===== src/hdl/s256h_pkg.sv =====
// Shared types, round constants and helper functions for the SHA-256 byte stream hasher.
// No dependencies; compile first.
package s256h_pkg;

    typedef logic [31:0] s256h_word_t;

    typedef enum logic [6:0] {
        ST_IDLE   = 7'b0000001,
        ST_PAD    = 7'b0000010,
        ST_LEN_HI = 7'b0000100,
        ST_LEN_LO = 7'b0001000,
        ST_ROUND  = 7'b0010000,
        ST_UPDATE = 7'b0100000,
        ST_EMIT   = 7'b1000000
    } s256h_state_t;

    localparam logic KIND_BYTE   = 1'b0;
    localparam logic KIND_FINISH = 1'b1;

    localparam logic [7:0] PAD_MARK = 8'h80;
    localparam logic [7:0] PAD_ZERO = 8'h00;
    localparam logic [5:0] LEN_POS  = 6'd56;
    localparam logic [5:0] LEN_LO_POS = 6'd60;
    localparam logic [5:0] LAST_POS = 6'd63;
    localparam logic [5:0] LAST_ROUND = 6'd63;
    localparam logic [1:0] LAST_LANE = 2'd3;
    localparam logic [2:0] LAST_WORD = 3'd7;
    localparam logic [63:0] BITS_PER_BYTE = 64'd8;

    localparam s256h_word_t ROUND_K [64] = '{
        32'h428a2f98, 32'h71374491, 32'hb5c0fbcf, 32'he9b5dba5,
        32'h3956c25b, 32'h59f111f1, 32'h923f82a4, 32'hab1c5ed5,
        32'hd807aa98, 32'h12835b01, 32'h243185be, 32'h550c7dc3,
        32'h72be5d74, 32'h80deb1fe, 32'h9bdc06a7, 32'hc19bf174,
        32'he49b69c1, 32'hefbe4786, 32'h0fc19dc6, 32'h240ca1cc,
        32'h2de92c6f, 32'h4a7484aa, 32'h5cb0a9dc, 32'h76f988da,
        32'h983e5152, 32'ha831c66d, 32'hb00327c8, 32'hbf597fc7,
        32'hc6e00bf3, 32'hd5a79147, 32'h06ca6351, 32'h14292967,
        32'h27b70a85, 32'h2e1b2138, 32'h4d2c6dfc, 32'h53380d13,
        32'h650a7354, 32'h766a0abb, 32'h81c2c92e, 32'h92722c85,
        32'ha2bfe8a1, 32'ha81a664b, 32'hc24b8b70, 32'hc76c51a3,
        32'hd192e819, 32'hd6990624, 32'hf40e3585, 32'h106aa070,
        32'h19a4c116, 32'h1e376c08, 32'h2748774c, 32'h34b0bcb5,
        32'h391c0cb3, 32'h4ed8aa4a, 32'h5b9cca4f, 32'h682e6ff3,
        32'h748f82ee, 32'h78a5636f, 32'h84c87814, 32'h8cc70208,
        32'h90befffa, 32'ha4506ceb, 32'hbef9a3f7, 32'hc67178f2
    };

    localparam s256h_word_t INIT_HASH [8] = '{
        32'h6a09e667, 32'hbb67ae85, 32'h3c6ef372, 32'ha54ff53a,
        32'h510e527f, 32'h9b05688c, 32'h1f83d9ab, 32'h5be0cd19
    };

    function automatic s256h_word_t ror32(input s256h_word_t x, input int unsigned n);
        ror32 = (x >> n) | (x << (32 - n));
    endfunction

    function automatic s256h_word_t big_sigma0(input s256h_word_t x);
        big_sigma0 = ror32(x, 2) ^ ror32(x, 13) ^ ror32(x, 22);
    endfunction

    function automatic s256h_word_t big_sigma1(input s256h_word_t x);
        big_sigma1 = ror32(x, 6) ^ ror32(x, 11) ^ ror32(x, 25);
    endfunction

    function automatic s256h_word_t small_sigma0(input s256h_word_t x);
        small_sigma0 = ror32(x, 7) ^ ror32(x, 18) ^ (x >> 3);
    endfunction

    function automatic s256h_word_t small_sigma1(input s256h_word_t x);
        small_sigma1 = ror32(x, 17) ^ ror32(x, 19) ^ (x >> 10);
    endfunction

endpackage


===== src/hdl/s256h_if.sv =====
// Valid/ready channel interfaces for the SHA-256 byte stream hasher.
// Byte request channel and digest word channel; no dependencies.
interface s256h_byte_if;
    logic       valid;
    logic       ready;
    logic       kind;
    logic [7:0] data_byte;

    modport source (output valid, output kind, output data_byte, input ready);
    modport sink (input valid, input kind, input data_byte, output ready);
endinterface

interface s256h_digest_if;
    logic        valid;
    logic        ready;
    logic [31:0] digest_word;
    logic [2:0]  word_index;
    logic        last;

    modport source (output valid, output digest_word, output word_index, output last,
                    input ready);
    modport sink (input valid, input digest_word, input word_index, input last,
                  output ready);
endinterface


===== src/hdl/sha256_byte_stream_hasher.sv =====
// SHA-256 hasher top level: byte packing, padding sequencer, shared round unit.
// Depends on s256h_pkg and the channel interfaces in s256h_if.sv.
//
// A message byte request (kind 0) packs its byte into the message block; every 64th byte
// also starts a block compression (64 rounds through the single round unit and a fold of
// the working variables into the chaining value). A finish request (kind 1) appends the
// 0x80 marker, writes zero bytes one per cycle up to byte 56 of a block (through one extra
// compression when 56 or more bytes are pending), writes the bit length high word first,
// then the low word, compresses, and presents the eight digest words H0..H7 one per
// cycle as the sink takes them. Requests are refused while a compression, padding or digest
// output runs; the final digest word may still be waiting on the output when the next
// message starts.
module sha256_byte_stream_hasher
    import s256h_pkg::*;
(
    input  logic                  clk,
    input  logic                  rst_n,
    s256h_byte_if.sink            msg,
    s256h_digest_if.source        digest
);

    s256h_state_t state_reg, state_next;

    s256h_word_t chain_reg [8];
    s256h_word_t chain_next [8];
    s256h_word_t work_reg [8];
    s256h_word_t work_next [8];
    s256h_word_t sched_reg [16];
    s256h_word_t sched_next [16];

    s256h_word_t word_acc_reg, word_acc_next;
    logic [5:0]  bytes_reg, bytes_next;
    logic [63:0] bits_reg, bits_next;
    logic [5:0]  round_reg, round_next;
    logic        last_blk_reg, last_blk_next;
    logic        pad_reg, pad_next;
    logic [2:0]  emit_idx_reg, emit_idx_next;

    logic        out_valid_reg, out_valid_next;
    s256h_word_t out_word_reg, out_word_next;
    logic [2:0]  out_index_reg, out_index_next;
    logic        out_last_reg, out_last_next;

    logic        msg_take;
    logic        place_en;
    logic [7:0]  place_byte;
    logic        push_en;
    s256h_word_t push_word;
    logic        start_comp;
    s256h_word_t packed_word;
    s256h_word_t new_w;
    s256h_word_t t1;
    s256h_word_t t2;

    assign msg.ready = (state_reg == ST_IDLE);
    assign msg_take  = msg.valid && msg.ready;

    assign digest.valid       = out_valid_reg;
    assign digest.digest_word = out_word_reg;
    assign digest.word_index  = out_index_reg;
    assign digest.last        = out_last_reg;

    assign packed_word = {word_acc_reg[23:0], place_byte};

    assign new_w = small_sigma1(sched_reg[14]) + sched_reg[9]
                 + small_sigma0(sched_reg[1]) + sched_reg[0];

    assign t1 = work_reg[7] + big_sigma1(work_reg[4])
              + ((work_reg[4] & work_reg[5]) ^ (~work_reg[4] & work_reg[6]))
              + ROUND_K[round_reg] + sched_reg[0];
    assign t2 = big_sigma0(work_reg[0])
              + ((work_reg[0] & work_reg[1]) ^ (work_reg[0] & work_reg[2])
                 ^ (work_reg[1] & work_reg[2]));

    always_comb
    begin
        state_next     = state_reg;
        chain_next     = chain_reg;
        work_next      = work_reg;
        sched_next     = sched_reg;
        word_acc_next  = word_acc_reg;
        bytes_next     = bytes_reg;
        bits_next      = bits_reg;
        round_next     = round_reg;
        last_blk_next  = last_blk_reg;
        pad_next       = pad_reg;
        emit_idx_next  = emit_idx_reg;
        out_valid_next = out_valid_reg;
        out_word_next  = out_word_reg;
        out_index_next = out_index_reg;
        out_last_next  = out_last_reg;
        place_en       = 1'b0;
        place_byte     = PAD_ZERO;
        push_en        = 1'b0;
        push_word      = bits_reg[31:0];
        start_comp     = 1'b0;

        if (out_valid_reg && digest.ready)
        begin
            out_valid_next = 1'b0;
        end

        case (state_reg)
            ST_IDLE:
            begin
                if (msg_take)
                begin
                    place_en = 1'b1;
                    if (msg.kind == KIND_BYTE)
                    begin
                        place_byte = msg.data_byte;
                        bits_next  = bits_reg + BITS_PER_BYTE;
                    end
                    else
                    begin
                        place_byte = PAD_MARK;
                        pad_next   = 1'b1;
                        state_next = ST_PAD;
                    end
                    if (bytes_reg == LAST_POS)
                    begin
                        start_comp = 1'b1;
                    end
                end
            end
            ST_PAD:
            begin
                if (bytes_reg == LEN_POS)
                begin
                    state_next = ST_LEN_HI;
                end
                else
                begin
                    place_en = 1'b1;
                    if (bytes_reg == LAST_POS)
                    begin
                        start_comp = 1'b1;
                    end
                end
            end
            ST_LEN_HI:
            begin
                push_en    = 1'b1;
                push_word  = bits_reg[63:32];
                bytes_next = LEN_LO_POS;
                state_next = ST_LEN_LO;
            end
            ST_LEN_LO:
            begin
                push_en       = 1'b1;
                push_word     = bits_reg[31:0];
                bytes_next    = '0;
                last_blk_next = 1'b1;
                start_comp    = 1'b1;
            end
            ST_ROUND:
            begin
                for (int i = 0; i < 15; i++)
                begin
                    sched_next[i] = sched_reg[i + 1];
                end
                sched_next[15] = new_w;
                work_next[7] = work_reg[6];
                work_next[6] = work_reg[5];
                work_next[5] = work_reg[4];
                work_next[4] = work_reg[3] + t1;
                work_next[3] = work_reg[2];
                work_next[2] = work_reg[1];
                work_next[1] = work_reg[0];
                work_next[0] = t1 + t2;
                round_next   = round_reg + 6'd1;
                if (round_reg == LAST_ROUND)
                begin
                    state_next = ST_UPDATE;
                end
            end
            ST_UPDATE:
            begin
                for (int i = 0; i < 8; i++)
                begin
                    chain_next[i] = chain_reg[i] + work_reg[i];
                end
                if (last_blk_reg)
                begin
                    last_blk_next = 1'b0;
                    pad_next      = 1'b0;
                    emit_idx_next = '0;
                    state_next    = ST_EMIT;
                end
                else if (pad_reg)
                begin
                    state_next = ST_PAD;
                end
                else
                begin
                    state_next = ST_IDLE;
                end
            end
            ST_EMIT:
            begin
                if (!out_valid_reg || digest.ready)
                begin
                    out_valid_next = 1'b1;
                    out_word_next  = chain_reg[emit_idx_reg];
                    out_index_next = emit_idx_reg;
                    out_last_next  = (emit_idx_reg == LAST_WORD);
                    emit_idx_next  = emit_idx_reg + 3'd1;
                    if (emit_idx_reg == LAST_WORD)
                    begin
                        chain_next = INIT_HASH;
                        bytes_next = '0;
                        bits_next  = '0;
                        state_next = ST_IDLE;
                    end
                end
            end
            default:
            begin
                state_next = ST_IDLE;
            end
        endcase

        if (place_en)
        begin
            word_acc_next = packed_word;
            bytes_next    = bytes_reg + 6'd1;
            if (bytes_reg[1:0] == LAST_LANE)
            begin
                push_en   = 1'b1;
                push_word = packed_word;
            end
        end

        if (push_en)
        begin
            for (int i = 0; i < 15; i++)
            begin
                sched_next[i] = sched_reg[i + 1];
            end
            sched_next[15] = push_word;
        end

        if (start_comp)
        begin
            work_next  = chain_reg;
            round_next = '0;
            state_next = ST_ROUND;
        end
    end

    always_ff @(posedge clk or negedge rst_n)
    begin
        if (!rst_n)
        begin
            state_reg     <= ST_IDLE;
            chain_reg     <= INIT_HASH;
            bytes_reg     <= '0;
            bits_reg      <= '0;
            round_reg     <= '0;
            last_blk_reg  <= 1'b0;
            pad_reg       <= 1'b0;
            emit_idx_reg  <= '0;
            out_valid_reg <= 1'b0;
        end
        else
        begin
            state_reg     <= state_next;
            chain_reg     <= chain_next;
            bytes_reg     <= bytes_next;
            bits_reg      <= bits_next;
            round_reg     <= round_next;
            last_blk_reg  <= last_blk_next;
            pad_reg       <= pad_next;
            emit_idx_reg  <= emit_idx_next;
            out_valid_reg <= out_valid_next;
        end
    end

    always_ff @(posedge clk)
    begin
        work_reg      <= work_next;
        sched_reg     <= sched_next;
        word_acc_reg  <= word_acc_next;
        out_word_reg  <= out_word_next;
        out_index_reg <= out_index_next;
        out_last_reg  <= out_last_next;
    end

endmodule


===== src/flat_wrapper.sv =====
// flat-port wrapper written by rule: the top's interface ports become plain ports
module sha256_byte_stream_hasher_flat import s256h_pkg::*;
  (clk, rst_n, msg_valid, msg_kind, msg_data_byte, msg_ready, digest_valid, digest_digest_word, digest_word_index, digest_last, digest_ready);
  s256h_byte_if msg_i ();
  s256h_digest_if digest_i ();
  input  logic clk;
  input  logic rst_n;
  input wire logic [$bits(msg_i.valid)-1:0] msg_valid;
  input wire logic [$bits(msg_i.kind)-1:0] msg_kind;
  input wire logic [$bits(msg_i.data_byte)-1:0] msg_data_byte;
  output wire logic [$bits(msg_i.ready)-1:0] msg_ready;
  output wire logic [$bits(digest_i.valid)-1:0] digest_valid;
  output wire logic [$bits(digest_i.digest_word)-1:0] digest_digest_word;
  output wire logic [$bits(digest_i.word_index)-1:0] digest_word_index;
  output wire logic [$bits(digest_i.last)-1:0] digest_last;
  input wire logic [$bits(digest_i.ready)-1:0] digest_ready;
  assign msg_i.valid = msg_valid;
  assign msg_i.kind = msg_kind;
  assign msg_i.data_byte = msg_data_byte;
  assign msg_ready = msg_i.ready;
  assign digest_valid = digest_i.valid;
  assign digest_digest_word = digest_i.digest_word;
  assign digest_word_index = digest_i.word_index;
  assign digest_last = digest_i.last;
  assign digest_i.ready = digest_ready;
  sha256_byte_stream_hasher u_core (.clk(clk), .rst_n(rst_n), .msg(msg_i), .digest(digest_i));
endmodule

===== config.mk =====
export PLATFORM = sky130hd
export DESIGN_NAME = sha256_byte_stream_hasher_flat
export DESIGN_NICKNAME = d
export VERILOG_FILES = /design/src/hdl/s256h_pkg.sv /design/src/hdl/s256h_if.sv /design/src/hdl/sha256_byte_stream_hasher.sv /design/src/flat_wrapper.sv
export SDC_FILE = /design/constraint.sdc
export NUM_CORES = 2
export LEC_CHECK = 0
export BUFFER_PORTS_ARGS = -buffer_cell sky130_fd_sc_hd__buf_4
export CAP_MARGIN = 40
export CELL_PAD_IN_SITES_DETAIL_PLACEMENT = 0
export CELL_PAD_IN_SITES_GLOBAL_PLACEMENT = 1
export CORE_MARGIN = 2
export CORE_UTILIZATION = 43
export CTS_BUF_LIST = sky130_fd_sc_hd__clkbuf_4 sky130_fd_sc_hd__clkbuf_8
export DETAILED_ROUTE_END_ITERATION = 16
export HOLD_SLACK_MARGIN = 0.02
export MAX_ROUTING_LAYER = met4
export PLACE_DENSITY_LB_ADDON = 0.1
export SLEW_MARGIN = 5
export SYNTH_ARGS = -nofsm -noshare
export SYNTH_HDL_FRONTEND = slang
export SYNTH_SLANG_ARGS = --single-unit
export TNS_END_PERCENT = 30

===== constraint.sdc =====
create_clock -name clk -period 19.25 [get_ports clk]
set_input_delay 0.9625 -clock clk [delete_from_list [all_inputs] [get_ports clk]]
set_output_delay 0.9625 -clock clk [all_outputs]
set_load 0.02 [all_outputs]

==> results.md <==
- Number of resized instances in the post-cts repair step: 0
- Vias in the first global route: 51763
- Required time reported for the critical path endpoint: 19.89 ns
- Number of placement rows: 150
- Root buffer cell: clkbuf_8
- Fraction of final layout cells sized beyond drive strength 1: between 10% and 20%
- Count of input and output buffers: 50
- Area added between synthesis and finish: 10.12%
- Timing startpoint of the critical path: u_core.round_reg[1]
- Library cell contributing the largest single delay on the critical path: dfrtp_1
- Wire length of the first global-routing pass: about 370000 microns
- Final critical-path share of the clock period: between 50 and 60%
- Setup repair after global routing missed its margin: false
- Overall routed net length: between 200000 and 300000 microns
- Sort of element at the end of the critical path: flip-flop
- Number of antenna violations at the first check in global routing: 7
- Transition time at the pin with the least slew margin: about 1.0 ns
- Clock edge transition at the registers on the reported setup and hold paths: around 0.07 ns
- Net Count, Synth: about 7500
- Clk buf depth: 3
- Setup slack, reg-to-reg: roughly 7.9 ns
- Clock period minus worst slack: about 11 ns
- Area of the mapped netlist: 0.07224 sq mm
- Start-to-end type of the worst setup path: reg -> reg
- Routability Congestion: 0.9748
- Sequential-to-total area share from yosys stat: between 40% and 50%
- Max-slew headroom at the worst pin: between 20% and 30%
- Die outline area: between 0.15 and 0.2 sq mm
- Syn Inst Count: 6872
- Core box area: between 0.15 and 0.2 sq mm
- Drt initial violations: just under 6000
- CTS tree: yes
- Number of levels in the clock H-tree: 4
- CP peak stage delay: ~0.97 ns
- Initial core utilization: roughly 43%
- Number of buffers added by the clock tree synthesis step: roughly 210
- Type of origin of the critical path: flip-flop
- Nets@finish: roughly 7500
- Number of distinct library cell variants in the gate-level netlist after synthesis: just over 100
- Average wire per cell in the routed design: ~27 microns
- Area fraction of the dominant cell type after synthesis: between 30% and 40%
- CP max FO: 20
- Arrival @ worst endpoint: about 12 ns
- Die Height: ~410 microns
- Run status: finished clean
- Timing-limited maximum frequency: 88.34 MHz
- Overall routing resource usage: 30.48%
- Post-route clock skew: around 0.052 ns
- Post-detailed-route via-to-cell ratio: around 5.9
- Leading register cell type out of synthesis: edfxtp_1
- Largest net degree at the start of global routing: 83
- Path category of the worst min-delay check: in -> reg
- DP Wirelength: approximately 190000 microns
- Final count of negative-setup-slack endpoints: 0
- Number of flip-flops in the largest register: between 500 and 600
- IO Pins: slightly above 50
- Postcts setup bufs: 0
- Clk_lat worst skew: roughly 0.95 ns
- Total clock sinks: approximately 1200
- Most frequent cell on the critical path: a21oi_1
- Die X: approximately 410 microns
- Congestion Overflow GR: 0
- Fillers: ~16000
- Worst Min Path Start: msg_data_byte[6]
- Remaining routing DRC violations: 0
- Async S/R FF share, synth: between 20 and 30%
- Count of flip-flops with a built-in enable after synthesis: 828
- Total vias in the final route: 54556
- Area leader, netlist: edfxtp_1
- Pins Over Slew Limit: 0
- Number of nets still failing antenna checks after routing: 0
- Main area contributors after synthesis: edfxtp_1 (34%), dfrtp_1 (7.1%), ha_1 (6.9%)
- Total negative slack for setup checks: 0 ns
- Max Cap Viol: 0
- Commonest non-fill, non-tap cell in the layout: nand2_1
- Commonest cells after routing, fill and taps aside: nand2_1 (989), edfxtp_1 (828), o21ai_0 (504)
- Final number of hold-violating endpoints: 0
- Worst hold slack: about 0.37 ns
- Flops & latches, synth: 1170
- Count of TritonRoute iterations in the first routing pass: 6
- Mean Syn Cell Area: ~11 sq um
- Startpoint of the most critical register-to-register path: u_core.round_reg[1]
- Total number of yosys warnings: 0
worst max-delay path, delay by kind of cell, from the launching register on:
family	cells	cell delay (ns)
AOI/OAI and AO/OA	19	3.78
xor gates and xnor gates	2	0.38
DFF	1	0.97
adders and majority gates	7	3.39
and+or+nand+nor	5	1.42
buffers and inverters	3	1.04
layout make-up:
type | count | area, sq um | area share [%]
Sequential cell | 1170 | 33610 | 42.25
Tap cell | 2204 | 2758 | 3.466
Timing Repair Buffer | 143 | 1269 | 1.595
Inverter | 309 | 1167 | 1.467
Clock buffer | 296 | 3617 | 4.547
Antenna cell | 4 | 10.01 | 0.01258
Clock inverter | 99 | 778.2 | 0.9782
Multi-Input combinational cell | 5085 | 36350 | 45.69
through the flow:
stage / cells / setup WS (ns) / area [sq um] / utilization [%]
final: 9310 / 7.930 / 79560 / 47.63
after global routing: 9309 / 7.527 / 79560 / 47.63
after CTS: 9305 / 8.311 / 79540 / 47.62
after detailed placement: 8909 / 8.396 / 75130 / 44.98
after global placement: 8890 / 8.097 / 74810 / 44.79
after floorplan: 6872 / 4.599 / 72240 / -
final timing paths:
kind | to | depth (start not counted)
worst min register to register | u_core.sched_reg[332] | 0
min in group asynchronous | u_core.round_reg[0] | 2
max in group asynchronous | u_core.chain_reg[250] | 4
worst max-delay path | u_core.work_reg[255] | 36
worst max register to register | u_core.work_reg[255] | 36
worst min-delay path | u_core.word_acc_reg[6] | 2
synthesized netlist by cell type (15+ instances only):
library cell    n
o21ai_0       504
buf_2          38
edfxtp_1      828
inv_1         305
nand4_1        34
mux4_2         71
dfrtp_1       205
nor2b_1        42
and2_1         31
or2_2          26
xor2_1        209
or3_1          53
o22ai_1        17
fa_1          195
o211ai_1       40
nor3b_1        17
nor2_1        382
nand2_1       991
buf_1          37
o21bai_1       43
a21o_1        172
nand3b_1       15
clkbuf_1      230
a21oi_1       479
nor3_1        128
and3_1         51
a31oi_1        59
nand3_1       163
o31ai_1        40
nand2b_1       59
o31a_1         16
a211o_1        21
o21a_1         49
a211oi_1       65
ha_1          398
maj3_1         24
dfstp_2       137
mux2i_1        48
xnor2_1       388
mux2_2         38
kinds of logic (layout without fill, tap and decap cells):
group / after synthesis / after routing / synth area share, %
AND/OR/NAND/NOR: 2049 / 2049 / 12.71
AO/OA/AOI/OAI: 1665 / 1665 / 14.17
flip-flops: 1170 / 1170 / 46.50
adder cells (fa/ha/maj): 617 / 617 / 12.63
buffers and inverters: 617 / 847 / 3.284
XOR/XNOR: 597 / 597 / 7.238
multiplexers: 157 / 157 / 3.471
other: 0 / 4 / 0
timing repair:
| item | CTS | global route |
|---|---|---|
| hold endpoints to repair | 31 | 0 |
| setup endpoints to repair | 0 | 0 |
| hold buffers | 1 | 0 |
layer usage:
layer	up-vias	global-route usage [%]	part of all wire, %
li1	24857	-	-
met1	27379	45.94	48
met2	1987	41.99	42
met3	333	5.579	7.7
met4	0	7.459	2.5
met5	-	-	0
Power is left out: the tool's default activity adds up to more than one toggle a clock period on the data nets, which glitch-free logic cannot reach.
